[config.mk]
export PLATFORM = sky130hd
export DESIGN_NAME = bounded_deque_with_search
export DESIGN_NICKNAME = d
export VERILOG_FILES = /design/src/rtl/core/bdqs_pkg.sv /design/src/rtl/core/bdqs_ctrl.sv /design/src/rtl/core/bdqs_datapath.sv /design/src/rtl/core/bounded_deque_with_search.sv
export VERILOG_INCLUDE_DIRS = /design/src /design/src/rtl/core
export SDC_FILE = /design/constraint.sdc
export NUM_CORES = 1
export LEC_CHECK = 0
export BUFFER_PORTS_ARGS = -buffer_cell sky130_fd_sc_hd__buf_2
export CORE_AREA = 2 2 250 252
export CTS_BUF_LIST = sky130_fd_sc_hd__clkbuf_4 sky130_fd_sc_hd__clkbuf_8
export DETAILED_ROUTE_END_ITERATION = 10
export DIE_AREA = 0 0 252 254
export SETUP_SLACK_MARGIN = 0.1
export SYNTH_ARGS = -nofsm -noshare
export SYNTH_HDL_FRONTEND = slang
export SYNTH_SLANG_ARGS = --single-unit
export TNS_END_PERCENT = 100
[constraint.sdc]
create_clock -name i_clk -period 5.3 [get_ports i_clk]
set_input_delay 0.53 -clock i_clk [delete_from_list [all_inputs] [get_ports i_clk]]
set_output_delay 0.53 -clock i_clk [all_outputs]
set_load 0.03 [all_outputs]
[src/rtl/core/bounded_deque_with_search_macros.svh]
// assertion macros used by the deque datapath
`ifndef BOUNDED_DEQUE_WITH_SEARCH_MACROS_SVH
`define BOUNDED_DEQUE_WITH_SEARCH_MACROS_SVH
`ifndef NO_ASSERTIONS
// property must hold at every edge outside reset
`define BDQS_ASSERT(lbl, clk, rst_n, prop) \
    lbl: assert property (@(posedge clk) disable iff (!rst_n) (prop)) \
        else $error("bdqs assertion failed");
// condition must never be seen outside reset
`define BDQS_NEVER(lbl, clk, rst_n, cond) \
    lbl: assert property (@(posedge clk) disable iff (!rst_n) !(cond)) \
        else $error("bdqs forbidden condition seen");
`else
`define BDQS_ASSERT(lbl, clk, rst_n, prop)
`define BDQS_NEVER(lbl, clk, rst_n, cond)
`endif
`endif

[src/rtl/core/bdqs_pkg.sv]
// types and codes shared by the deque controller and datapath
package bdqs_pkg;

    localparam logic [2:0] KIND_PUSH_FRONT = 3'd0;
    localparam logic [2:0] KIND_PUSH_REAR  = 3'd1;
    localparam logic [2:0] KIND_POP_FRONT  = 3'd2;
    localparam logic [2:0] KIND_POP_REAR   = 3'd3;
    localparam logic [2:0] KIND_SEARCH     = 3'd4;

    localparam logic [2:0] ST_DONE      = 3'd0;
    localparam logic [2:0] ST_FULL      = 3'd1;
    localparam logic [2:0] ST_EMPTY     = 3'd2;
    localparam logic [2:0] ST_FOUND     = 3'd3;
    localparam logic [2:0] ST_NOT_FOUND = 3'd4;

    typedef struct packed {
        logic [2:0]         kind;
        logic signed [31:0] item_value;
    } t_in_beat;

    typedef struct packed {
        logic [2:0]         status;
        logic signed [31:0] out_value;
        logic [4:0]         position;
    } t_out_beat;

    typedef enum logic [1:0] {
        VSEL_ECHO,
        VSEL_ZERO,
        VSEL_READ
    } t_val_sel;

    typedef enum logic [1:0] {
        S_IDLE,
        S_DISPATCH,
        S_POP_WAIT,
        S_SCAN
    } t_state;

    typedef struct packed {
        logic       load;
        logic       push;
        logic       pop_read;
        logic       pop_commit;
        logic       scan_first;
        logic       scan_step;
        logic       finish;
        logic [2:0] status;
        t_val_sel   val_sel;
    } t_dp_cmd;

    typedef struct packed {
        logic [2:0] kind;
        logic       empty;
        logic       full;
        logic       match;
        logic       last;
    } t_dp_status;

endpackage

[src/rtl/core/bdqs_ctrl.sv]
// sequencing state machine for the deque
module bdqs_ctrl (
    input  logic                 i_clk,
    input  logic                 i_rst_n,
    input  logic                 start,
    input  bdqs_pkg::t_dp_status i_stat,
    output logic                 busy,
    output bdqs_pkg::t_dp_cmd    o_cmd
);
    import bdqs_pkg::*;

    t_state r_state;
    t_state n_state;

    always_ff @(posedge i_clk) begin
        if (!i_rst_n) begin
            r_state <= S_IDLE;
        end else begin
            r_state <= n_state;
        end
    end

    // next state
    always_comb begin
        n_state = r_state;
        case (r_state)
            S_IDLE: begin
                if (start) n_state = S_DISPATCH;
            end
            S_DISPATCH: begin
                n_state = S_IDLE;
                if ((i_stat.kind == KIND_POP_FRONT || i_stat.kind == KIND_POP_REAR)
                    && !i_stat.empty) begin
                    n_state = S_POP_WAIT;
                end else if (i_stat.kind == KIND_SEARCH && !i_stat.empty) begin
                    n_state = S_SCAN;
                end
            end
            S_POP_WAIT: begin
                n_state = S_IDLE;
            end
            S_SCAN: begin
                if (i_stat.match || i_stat.last) n_state = S_IDLE;
            end
            default: begin
                n_state = S_IDLE;
            end
        endcase
    end

    // command outputs
    always_comb begin
        o_cmd         = '0;
        o_cmd.status  = ST_DONE;
        o_cmd.val_sel = VSEL_ECHO;
        busy          = (r_state != S_IDLE);
        case (r_state)
            S_IDLE: begin
                o_cmd.load = start;
            end
            S_DISPATCH: begin
                case (i_stat.kind)
                    KIND_PUSH_FRONT, KIND_PUSH_REAR: begin
                        o_cmd.finish = 1'b1;
                        if (i_stat.full) begin
                            o_cmd.status = ST_FULL;
                        end else begin
                            o_cmd.push = 1'b1;
                        end
                    end
                    KIND_POP_FRONT, KIND_POP_REAR: begin
                        if (i_stat.empty) begin
                            o_cmd.finish  = 1'b1;
                            o_cmd.status  = ST_EMPTY;
                            o_cmd.val_sel = VSEL_ZERO;
                        end else begin
                            o_cmd.pop_read = 1'b1;
                        end
                    end
                    KIND_SEARCH: begin
                        if (i_stat.empty) begin
                            o_cmd.finish = 1'b1;
                            o_cmd.status = ST_EMPTY;
                        end else begin
                            o_cmd.scan_first = 1'b1;
                        end
                    end
                    default: begin
                        o_cmd.finish = 1'b1;
                    end
                endcase
            end
            S_POP_WAIT: begin
                o_cmd.pop_commit = 1'b1;
                o_cmd.finish     = 1'b1;
                o_cmd.val_sel    = VSEL_READ;
            end
            S_SCAN: begin
                if (i_stat.match) begin
                    o_cmd.finish = 1'b1;
                    o_cmd.status = ST_FOUND;
                end else if (i_stat.last) begin
                    o_cmd.finish = 1'b1;
                    o_cmd.status = ST_NOT_FOUND;
                end else begin
                    o_cmd.scan_step = 1'b1;
                end
            end
            default: begin
                o_cmd = '0;
            end
        endcase
    end

endmodule

[src/rtl/core/bdqs_datapath.sv]
// ring store, pointers, scan compare and result register for the deque
`include "bounded_deque_with_search_macros.svh"
module bdqs_datapath #(
    parameter int DEPTH       = 16,
    parameter int VALUE_WIDTH = 32
) (
    input  logic                 i_clk,
    input  logic                 i_rst_n,
    input  bdqs_pkg::t_in_beat   i_beat,
    input  bdqs_pkg::t_dp_cmd    i_cmd,
    output bdqs_pkg::t_dp_status o_stat,
    output logic                 o_done,
    output bdqs_pkg::t_out_beat  o_result
);
    import bdqs_pkg::*;

    localparam int IW = $clog2(DEPTH);
    localparam int CW = $clog2(DEPTH + 1);

    logic [VALUE_WIDTH-1:0] r_mem [DEPTH];
    logic [VALUE_WIDTH-1:0] r_rd_data;
    logic [IW-1:0]          r_front;
    logic [CW-1:0]          r_count;
    logic [2:0]             r_kind;
    logic [31:0]            r_val;
    logic [VALUE_WIDTH-1:0] r_key;
    logic [IW-1:0]          r_off;
    logic [IW-1:0]          r_slot;
    logic                   r_done;
    t_out_beat              r_out;

    logic [IW-1:0]          n_front;
    logic [CW-1:0]          n_count;
    logic [63:0]            key_wide;
    logic [63:0]            rd_wide;
    logic [31:0]            pos_wide;
    logic [CW-1:0]          count_less;
    logic [IW-1:0]          front_dec;
    logic [IW-1:0]          slot_rear;
    logic [IW-1:0]          slot_last;
    logic                   wr_en;
    logic [IW-1:0]          wr_addr;
    logic                   rd_en;
    logic [IW-1:0]          rd_addr;
    logic [31:0]            res_value;

    // ring index step with wrap at DEPTH
    function automatic logic [IW-1:0] ring_inc(input logic [IW-1:0] x);
        logic [IW-1:0] y;
        if (x == IW'(DEPTH - 1)) y = '0;
        else                     y = x + IW'(1);
        return y;
    endfunction

    // base plus offset, both below DEPTH, folded back into the ring
    function automatic logic [IW-1:0] ring_add(input logic [IW-1:0] base,
                                               input logic [IW-1:0] off);
        logic [IW:0] sum;
        sum = (IW+1)'(base) + (IW+1)'(off);
        if (sum >= (IW+1)'(DEPTH)) sum = sum - (IW+1)'(DEPTH);
        return sum[IW-1:0];
    endfunction

    assign key_wide   = {32'd0, i_beat.item_value};
    assign rd_wide    = 64'(r_rd_data);
    assign pos_wide   = 32'(r_off) + 32'd1;
    assign count_less = r_count - CW'(1);
    assign front_dec  = (r_front == '0) ? IW'(DEPTH - 1) : r_front - IW'(1);
    assign slot_rear  = ring_add(r_front, r_count[IW-1:0]);
    assign slot_last  = ring_add(r_front, count_less[IW-1:0]);

    always_comb begin
        wr_en   = i_cmd.push;
        wr_addr = (r_kind == KIND_PUSH_FRONT) ? front_dec : slot_rear;
        rd_en   = i_cmd.pop_read | i_cmd.scan_first | i_cmd.scan_step;
        if (i_cmd.pop_read) begin
            rd_addr = (r_kind == KIND_POP_FRONT) ? r_front : slot_last;
        end else if (i_cmd.scan_first) begin
            rd_addr = r_front;
        end else begin
            rd_addr = r_slot;
        end
    end

    always_comb begin
        n_front = r_front;
        n_count = r_count;
        if (i_cmd.push) begin
            n_count = r_count + CW'(1);
            if (r_kind == KIND_PUSH_FRONT) n_front = front_dec;
        end else if (i_cmd.pop_commit) begin
            n_count = count_less;
            if (r_kind == KIND_POP_FRONT) n_front = ring_inc(r_front);
        end
    end

    always_comb begin
        case (i_cmd.val_sel)
            VSEL_ZERO: res_value = '0;
            VSEL_READ: res_value = rd_wide[31:0];
            default:   res_value = r_val;
        endcase
    end

    // store: one write port, one registered read port
    always_ff @(posedge i_clk) begin
        if (wr_en) r_mem[wr_addr] <= r_key;
        if (rd_en) r_rd_data <= r_mem[rd_addr];
    end

    always_ff @(posedge i_clk) begin
        if (!i_rst_n) begin
            r_front <= '0;
            r_count <= '0;
            r_done  <= 1'b0;
        end else begin
            r_front <= n_front;
            r_count <= n_count;
            r_done  <= i_cmd.finish;
        end
    end

    always_ff @(posedge i_clk) begin
        if (i_cmd.load) begin
            r_kind <= i_beat.kind;
            r_val  <= i_beat.item_value;
            r_key  <= key_wide[VALUE_WIDTH-1:0];
        end
        if (i_cmd.scan_first) begin
            r_off  <= '0;
            r_slot <= ring_inc(r_front);
        end else if (i_cmd.scan_step) begin
            r_off  <= r_off + IW'(1);
            r_slot <= ring_inc(r_slot);
        end
        if (i_cmd.finish) begin
            r_out.status    <= i_cmd.status;
            r_out.out_value <= res_value;
            r_out.position  <= (i_cmd.status == ST_FOUND) ? pos_wide[4:0] : 5'd0;
        end
    end

    assign o_stat.kind  = r_kind;
    assign o_stat.empty = (r_count == '0);
    assign o_stat.full  = (r_count == CW'(DEPTH));
    assign o_stat.match = (r_rd_data == r_key);
    assign o_stat.last  = ((CW'(r_off) + CW'(1)) == r_count);
    assign o_done       = r_done;
    assign o_result     = r_out;

    `BDQS_NEVER(a_no_push_when_full, i_clk, i_rst_n, i_cmd.push && o_stat.full)
    `BDQS_ASSERT(a_commit_after_read, i_clk, i_rst_n, i_cmd.pop_commit |-> $past(i_cmd.pop_read))
    `BDQS_ASSERT(a_push_grows, i_clk, i_rst_n, i_cmd.push |=> r_count == $past(r_count) + CW'(1))
    `BDQS_NEVER(a_count_in_range, i_clk, i_rst_n, r_count > CW'(DEPTH))

endmodule

[src/rtl/core/bounded_deque_with_search.sv]
// deque with front and rear push/pop and a linear search, top level
// the result strobe is registered from finish, raised by dispatch for a push, an
// unknown kind or a full or empty case, by pop read wait for a pop and by the scan
// loop for a search; a new beat is taken only once idle, in the cycle the strobe
// shows; the search walks the ring one entry per cycle on one read port
// synchronous active-low reset empties the deque; the store itself is not cleared
module bounded_deque_with_search #(
    parameter int DEPTH       = 16,
    parameter int VALUE_WIDTH = 32
) (
    input  logic                i_clk,
    input  logic                i_rst_n,
    input  logic                start,
    input  bdqs_pkg::t_in_beat  i_beat,
    output logic                busy,
    output logic                o_done,
    output bdqs_pkg::t_out_beat o_result
);
    import bdqs_pkg::*;

    // command beat from the controller, status back from the datapath
    t_dp_cmd    dp_cmd;
    t_dp_status dp_stat;

    // controller: idle, dispatch, pop read wait, scan loop
    bdqs_ctrl u_ctrl (
        .i_clk   (i_clk),
        .i_rst_n (i_rst_n),
        .start   (start),
        .i_stat  (dp_stat),
        .busy    (busy),
        .o_cmd   (dp_cmd)
    );

    // datapath: ring store, front pointer, fill count, result register
    bdqs_datapath #(
        .DEPTH       (DEPTH),
        .VALUE_WIDTH (VALUE_WIDTH)
    ) u_datapath (
        .i_clk    (i_clk),
        .i_rst_n  (i_rst_n),
        .i_beat   (i_beat),
        .i_cmd    (dp_cmd),
        .o_stat   (dp_stat),
        .o_done   (o_done),
        .o_result (o_result)
    );

endmodule
---- Yosys cells after proc, flatten, opt, wreduce, memory -nomap -nowiden ----
Memory sizes are Yosys's and may differ from the RTL's. A register that Yosys moved wholly into a read port is not among the register bits.
Cells that the tools add are included.
word-level totals
  register bits after elaboration ......... 95
  RAM bits ................................ 512
  output and inout bits ................... 42
  logic and storage cells ................. 111
  memories kept ........................... 1
memories
  name              depth  bits a word  rd ports  clocked after Yosys merged registers in  wr ports  line                 text
  u_datapath.r_mem  16     32           1         1                                        1         bdqs_datapath.sv:20  logic [VALUE_WIDTH-1:0] r_mem [DEPTH];
operators by class
  add/sub/neg operators ................... 12
  $lt $le $gt $ge ......................... 2
  equal/unequal tests ..................... 18
  multiplexer cells ....................... 48
  bitwise operators ....................... 2
  reductions and logical operators ........ 17
operators by type and width
  operator               number
  $mux W4                18
  $pmux W32 S2           1
  $eq A32 B32 Y1         1
  $mux W1                14
  $add A4 B1 Y4 const B  3
  $mux W2                6
  $sub A4 B1 Y4 const B  3
  $add A4 B1 Y5 const B  2
  $add A4 B4 Y5          2
  $ge A5 B5 Y1 const B   2
  $mux W5                2
  $eq A3 B2 Y1 const B   3
  $pmux W3 S3            1
  $eq A4 B4 Y1 const B   2
  $pmux W2 S4            1
  $reduce_bool A2 Y1     4
  $eq A2 B2 Y1 const B   3
  $mux W6                1
  $pmux W3 S2            1
  $add A5 B1 Y5 const B  1
  $eq A5 B5 Y1           1
  $eq A5 B5 Y1 const B   1
  $logic_not A5 Y1       1
  $sub A5 B1 Y5 const B  1
  other kinds (18)       24

---- Depth between registers and ports, before layout ----
  depth in word-level cells ............... 7
  depth in mapped cells ................... 14

---- Modules after synthesis ----
From an unflattened synthesis, not the netlist that was laid out.
second synthesis, totals
  cell total of the unflattened synthesis .. 1632
  area, all modules ....................... 26256.4 µm²
by module, submodules not included
  module         instances  cells each  area an instance (µm²)  sequential area each (µm²)
  bdqs_datapath  1          1593        25956.1                 18988.2
  bdqs_ctrl      1          39          300.3                   40.0

---- Worst setup path after synthesis ----
Ideal clock, no wire load.
  kind .................................... register to register
  from .................................... register u_datapath.r_kind[1]
  to ...................................... register u_datapath.r_out (netlist bit u_datapath.o_result[0]), enable pin
  library setup time ...................... 0.452 ns
  data arrival time ....................... 3.525 ns
  path slack .............................. 1.323 ns
  stages on the path, launching flop included .. 9
  path buffers ............................ 3
  cell sequence ........................... edfxtp_1 -> buf_2 -> nor2b_1 -> or2_2 -> clkbuf_1 -> clkbuf_1 -> nand2_1 -> a21oi_1 -> a21oi_1
RTL lines
  item                    line                  text
  from (decl)             bdqs_datapath.sv:24   logic [2:0] r_kind;
  from (signal assigned)  bdqs_datapath.sv:125  r_kind <= i_beat.kind;
  to (decl)               bdqs_datapath.sv:30   t_out_beat r_out;

---- Final worst setup path ----
  from .................................... register u_datapath.r_count[1]
  to ...................................... register u_datapath.r_rd_data[25], read port of u_datapath.r_mem, data pin
between the ends
  word-level cells in the longest chain between the ends .. 6
ends and longest elaborated chain
  item                                                      line                                                   text
  from (decl)                                               bdqs_datapath.sv:23                                    logic [CW-1:0] r_count;
  from (signal assigned)                                    bdqs_datapath.sv:118                                   r_count <= n_count;
  $sub A5 B1 Y5 / $logic_not A5 Y1 (equally long branches)  bdqs_datapath.sv:67, bdqs_datapath.sv:144
  $add A4 B4 Y5 / $mux W1 (equally long branches)           bdqs_datapath.sv:59, bdqs_ctrl.sv:72, bdqs_ctrl.sv:81
  $sub A4 B1 Y4, or another cell as far along               bdqs_datapath.sv:60                                    if (sum >= (IW+1)'(DEPTH)) sum = sum - (IW+1)'(DEPTH);
  $mux W4, or another cell as far along                     bdqs_datapath.sv:60
  $mux W4, or another cell as far along                     bdqs_datapath.sv:77                                    rd_addr = (r_kind == KIND_POP_FRONT) ? r_front : slot_last;
  $mux W4 / $or A1 B1 Y1 (equally long branches)            bdqs_datapath.sv:76, bdqs_datapath.sv:75
  to (decl)                                                 bdqs_datapath.sv:21                                    logic [VALUE_WIDTH-1:0] r_rd_data;
Several ways; a longest one is shown, not always the timed one.
A chain may end at the register's enable or synchronous reset.

==> impl_metrics.yaml <==
outcome:
  status: "complete, no violations"
clock_network:
  post_cts_buffers: 0
  cts_hold_buf: 33
  clkSinkCount: 639
  root_buffer: "clkbuf_8"
  cts_buffer_depth: 3
  cts.repair.resized: 0
  cts.clk_slew.worst_paths_ns: 0.06
  clk_latency_ns: 0.73
  htree_levels: 3
  cts_tree: "done"
  numCtsBuffers: 105
cells_and_area:
  fin_nets: 2159
  final_util_pct: 51.00
  multi_input_area_mm2: 0.007914
  ff_latch_area_mm2: 0.01903
  nFillCells: 5203
  drive_gt1_share_pct: 19.61
  syn_to_final_growth_pct: 14.40
  insertedDiodeCount: 0
route:
  firstDrtPassIters: 6
  wire_per_inst_um: 25.98
  wirelength_um: 77090
  drc: 0
  num_vias: 17890
  ant_nets: 0
  drt_iter0_markers: 1856
  vias_per_cell: 6.029
setup_path:
  worst-setup-path-type: "reg2reg"
  timing.rr.start: "u_datapath.r_count[1]"
  crit_arrival_ns: 4.41
  r2r-end: "u_datapath.r_rd_data[25]"
  crit_buf_inv: 3
  endpoint_kind: "register"
  start_kind: "register"
  cp_top_family: "compound AO/OA/AOI/OAI gates"
  crit_chain: "inv_1, ha_1, fa_1, nand4b_1, o31ai_4, buf_12, a21boi_4, buf_4, a211oi_1, nor3_1, o32a_1"
  ff2ff_setup_slack_ns: 1.33
  crit_required_ns: 5.74
  critPathSlowestCell: "a211oi_1"
  critical-path-max-stage-delay_ns: 0.58
  crit_fanout: 65
  rr_worst_depth: 11
global_route:
  grt_usage_pct: 24.14
  grt_max_degree: 72
  overflow: 0
  busiest_layer: "met2"
  grt_pass1_wl_um: 113800
  grt_pass1_vias: 17800
  met3_usage_pct: 5.060
  grt_antenna_before_repair: 0
  grt.met1_usage_pct: 32.72
  use_met2_pct: 38.69
logic_synthesis:
  yosysMostFrequentCell: "edfxtp_1"
  yosysTopAreaCellShare_pct: 68.51
  syn_nets: 2029
  yosys-top-cells-area: "edfxtp_1, nand2_1, mux2_2, a21oi_1, a221oi_1"
  avgSynthCellArea_um2: 13.86
  synthFlopType: "edfxtp_1"
  syn_area_mm2: 0.02731
  synth-seq-area-share_pct: 69.68
  synth_largest_area_cell: "edfxtp_1"
  ys_types: 65
  synth-async-reset-ratio_pct: 0
  ys_ff_latch: 639
  synth_edf_count: 623
  syn_inst: 1970
  ys_warn_count: 0
  ys_top_cells_by_count: "edfxtp_1, nand2_1, a21oi_1, clkbuf_1, mux2_2"
hold_path:
  holdPathEnd: "u_datapath.r_val[27]"
  min_from: "i_beat[27]"
  holdCritPathClass: "in2reg"
  whs_path_depth: 1
sta:
  maxSlewViolCount: 0
  skew_ns: 0.04195
  rsz0062_at_grt: "no"
  worstMarginPinSlew_ns: 1.216
  finalSetupViolations: 0
  period_minus_slack_ns: 3.966
  slew_headroom_pct: 18.93
  fmax_mhz: 252.2
  setup_tns_ns: 0
  fin_crit_sh_pct: 74.82
  hold_violations: 0
die:
  core_mm2: 0.06126
  start_util_pct: 44.58
  row_count: 91
  dieWidth_um: 252
  num_io_pins: 80
  die_area_mm2: 0.06401
  die_y_um: 254
pwr:
  ir_drop_uv: 215.6
  leakagePower_nw: 10.27
  power.density_mw_per_mm2: 333.3
place:
  place_congestion: 0.8203
  dp_hpwl_um: 42300
  io_buffers: 79
job:
  drv_cap: 0
-- cell families after synthesis --
family	after synthesis	share of synthesized area [%]
adder cells (fa/ha/maj)	21	1.017
flip-flops	639	69.68
AND/OR/NAND/NOR	543	9.241
AO/OA/AOI/OAI	454	11.49
multiplexers	103	4.431
XOR/XNOR	52	1.723
buffers and inverters	158	2.424
-- state kept, by name, indices dropped and copies added, names as in the netlist --
| name | flops |
|---|---|
| u_datapath.r_mem | 512 |
| u_ctrl.r_state | 2 |
| u_datapath.o_done | 1 |
| u_datapath.r_front | 4 |
| u_datapath.r_rd_data | 32 |
| u_datapath.r_kind | 3 |
| u_datapath.r_val | 32 |
| u_datapath.r_slot | 4 |
| u_datapath.r_count | 5 |
| u_datapath.r_off | 4 |
| u_datapath.o_result | 40 |
-- power by group --
group	switching (mW)	total (mW)	internal (mW)
clock network	1.94	4.21	2.28
logic	0.333	0.483	0.149
registers	0.0908	5.72	5.63
total	2.36	10.4	8.05
-- layout make-up --
| type | instances | share of cell area [%] |
|---|---|---|
| flip-flops and latches | 639 | 60.90 |
| clock buffers | 136 | 5.451 |
| multi-input cells | 1173 | 25.33 |
| well taps | 790 | 3.164 |
| inverters | 16 | 0.1922 |
| clock inverters | 48 | 1.001 |
| repair buffers | 165 | 3.957 |
-- per-stage QoR --
stage                     std cells  instance area (um2)  power (mW)  hold WS, ns  setup WS [ns]
after detailed placement       2750                28900       6.282       0.5361          1.316
after CTS                      2967                31240       10.48     0.006906          1.304
after global routing           2967                31240       10.75      0.01878          1.093
after global placement         2750                28900       6.270       0.5232          1.384
after floorplan                1970                27310       6.061       0.4923          1.323
final                          2967                31240       10.41      0.04321          1.334
-- per-layer routing --
layer | share of wire (%) | up-vias
met5 | 0 | -
met1 | 42 | 8950
met4 | 3.0 | 0
li1 | - | 7911
met3 | 8.7 | 140
met2 | 46 | 888
-- worst max-delay path by stage --
stage,from,end,slack [ns],cells past startpoint
floorplan,u_datapath.r_kind[1],u_datapath.o_result[0],1.32,8
global placement,u_datapath.r_count[0],u_datapath.r_rd_data[30],1.38,11
detailed placement,u_datapath.r_count[0],u_datapath.r_rd_data[25],1.32,11
CTS,u_datapath.r_count[0],u_datapath.r_rd_data[25],1.30,11
global route,u_datapath.r_count[1],u_datapath.r_rd_data[25],1.09,11
finish,u_datapath.r_count[1],u_datapath.r_rd_data[25],1.33,11
-- cells in the final DEF (no fill, tap or decap), types with 6 or more instances in the layout --
cell type and count:
nor3_1 68, nand2_1 249, edfxtp_1 623, nand2b_1 65, inv_1 16, nor2_4 18, o32a_1 34, buf_2 79
a211oi_1 64, o21ai_0 46, a21oi_1 171, and3_1 6, buf_4 44, ha_1 19, clkbuf_8 109, buf_12 9
clkbuf_4 27, clkinv_1 27, nor2_1 19, mux2_2 83, nand4_1 6, dlygate4sd3_1 33, a221oi_1 63, nor4_1 8
mux2_4 15, nand3_1 75, dfxtp_1 16, xor2_1 39, xnor2_1 11, and2_1 6, clkinv_2 15, a222oi_1 32
No activity file was read; power rests on OpenSTA's default activity.
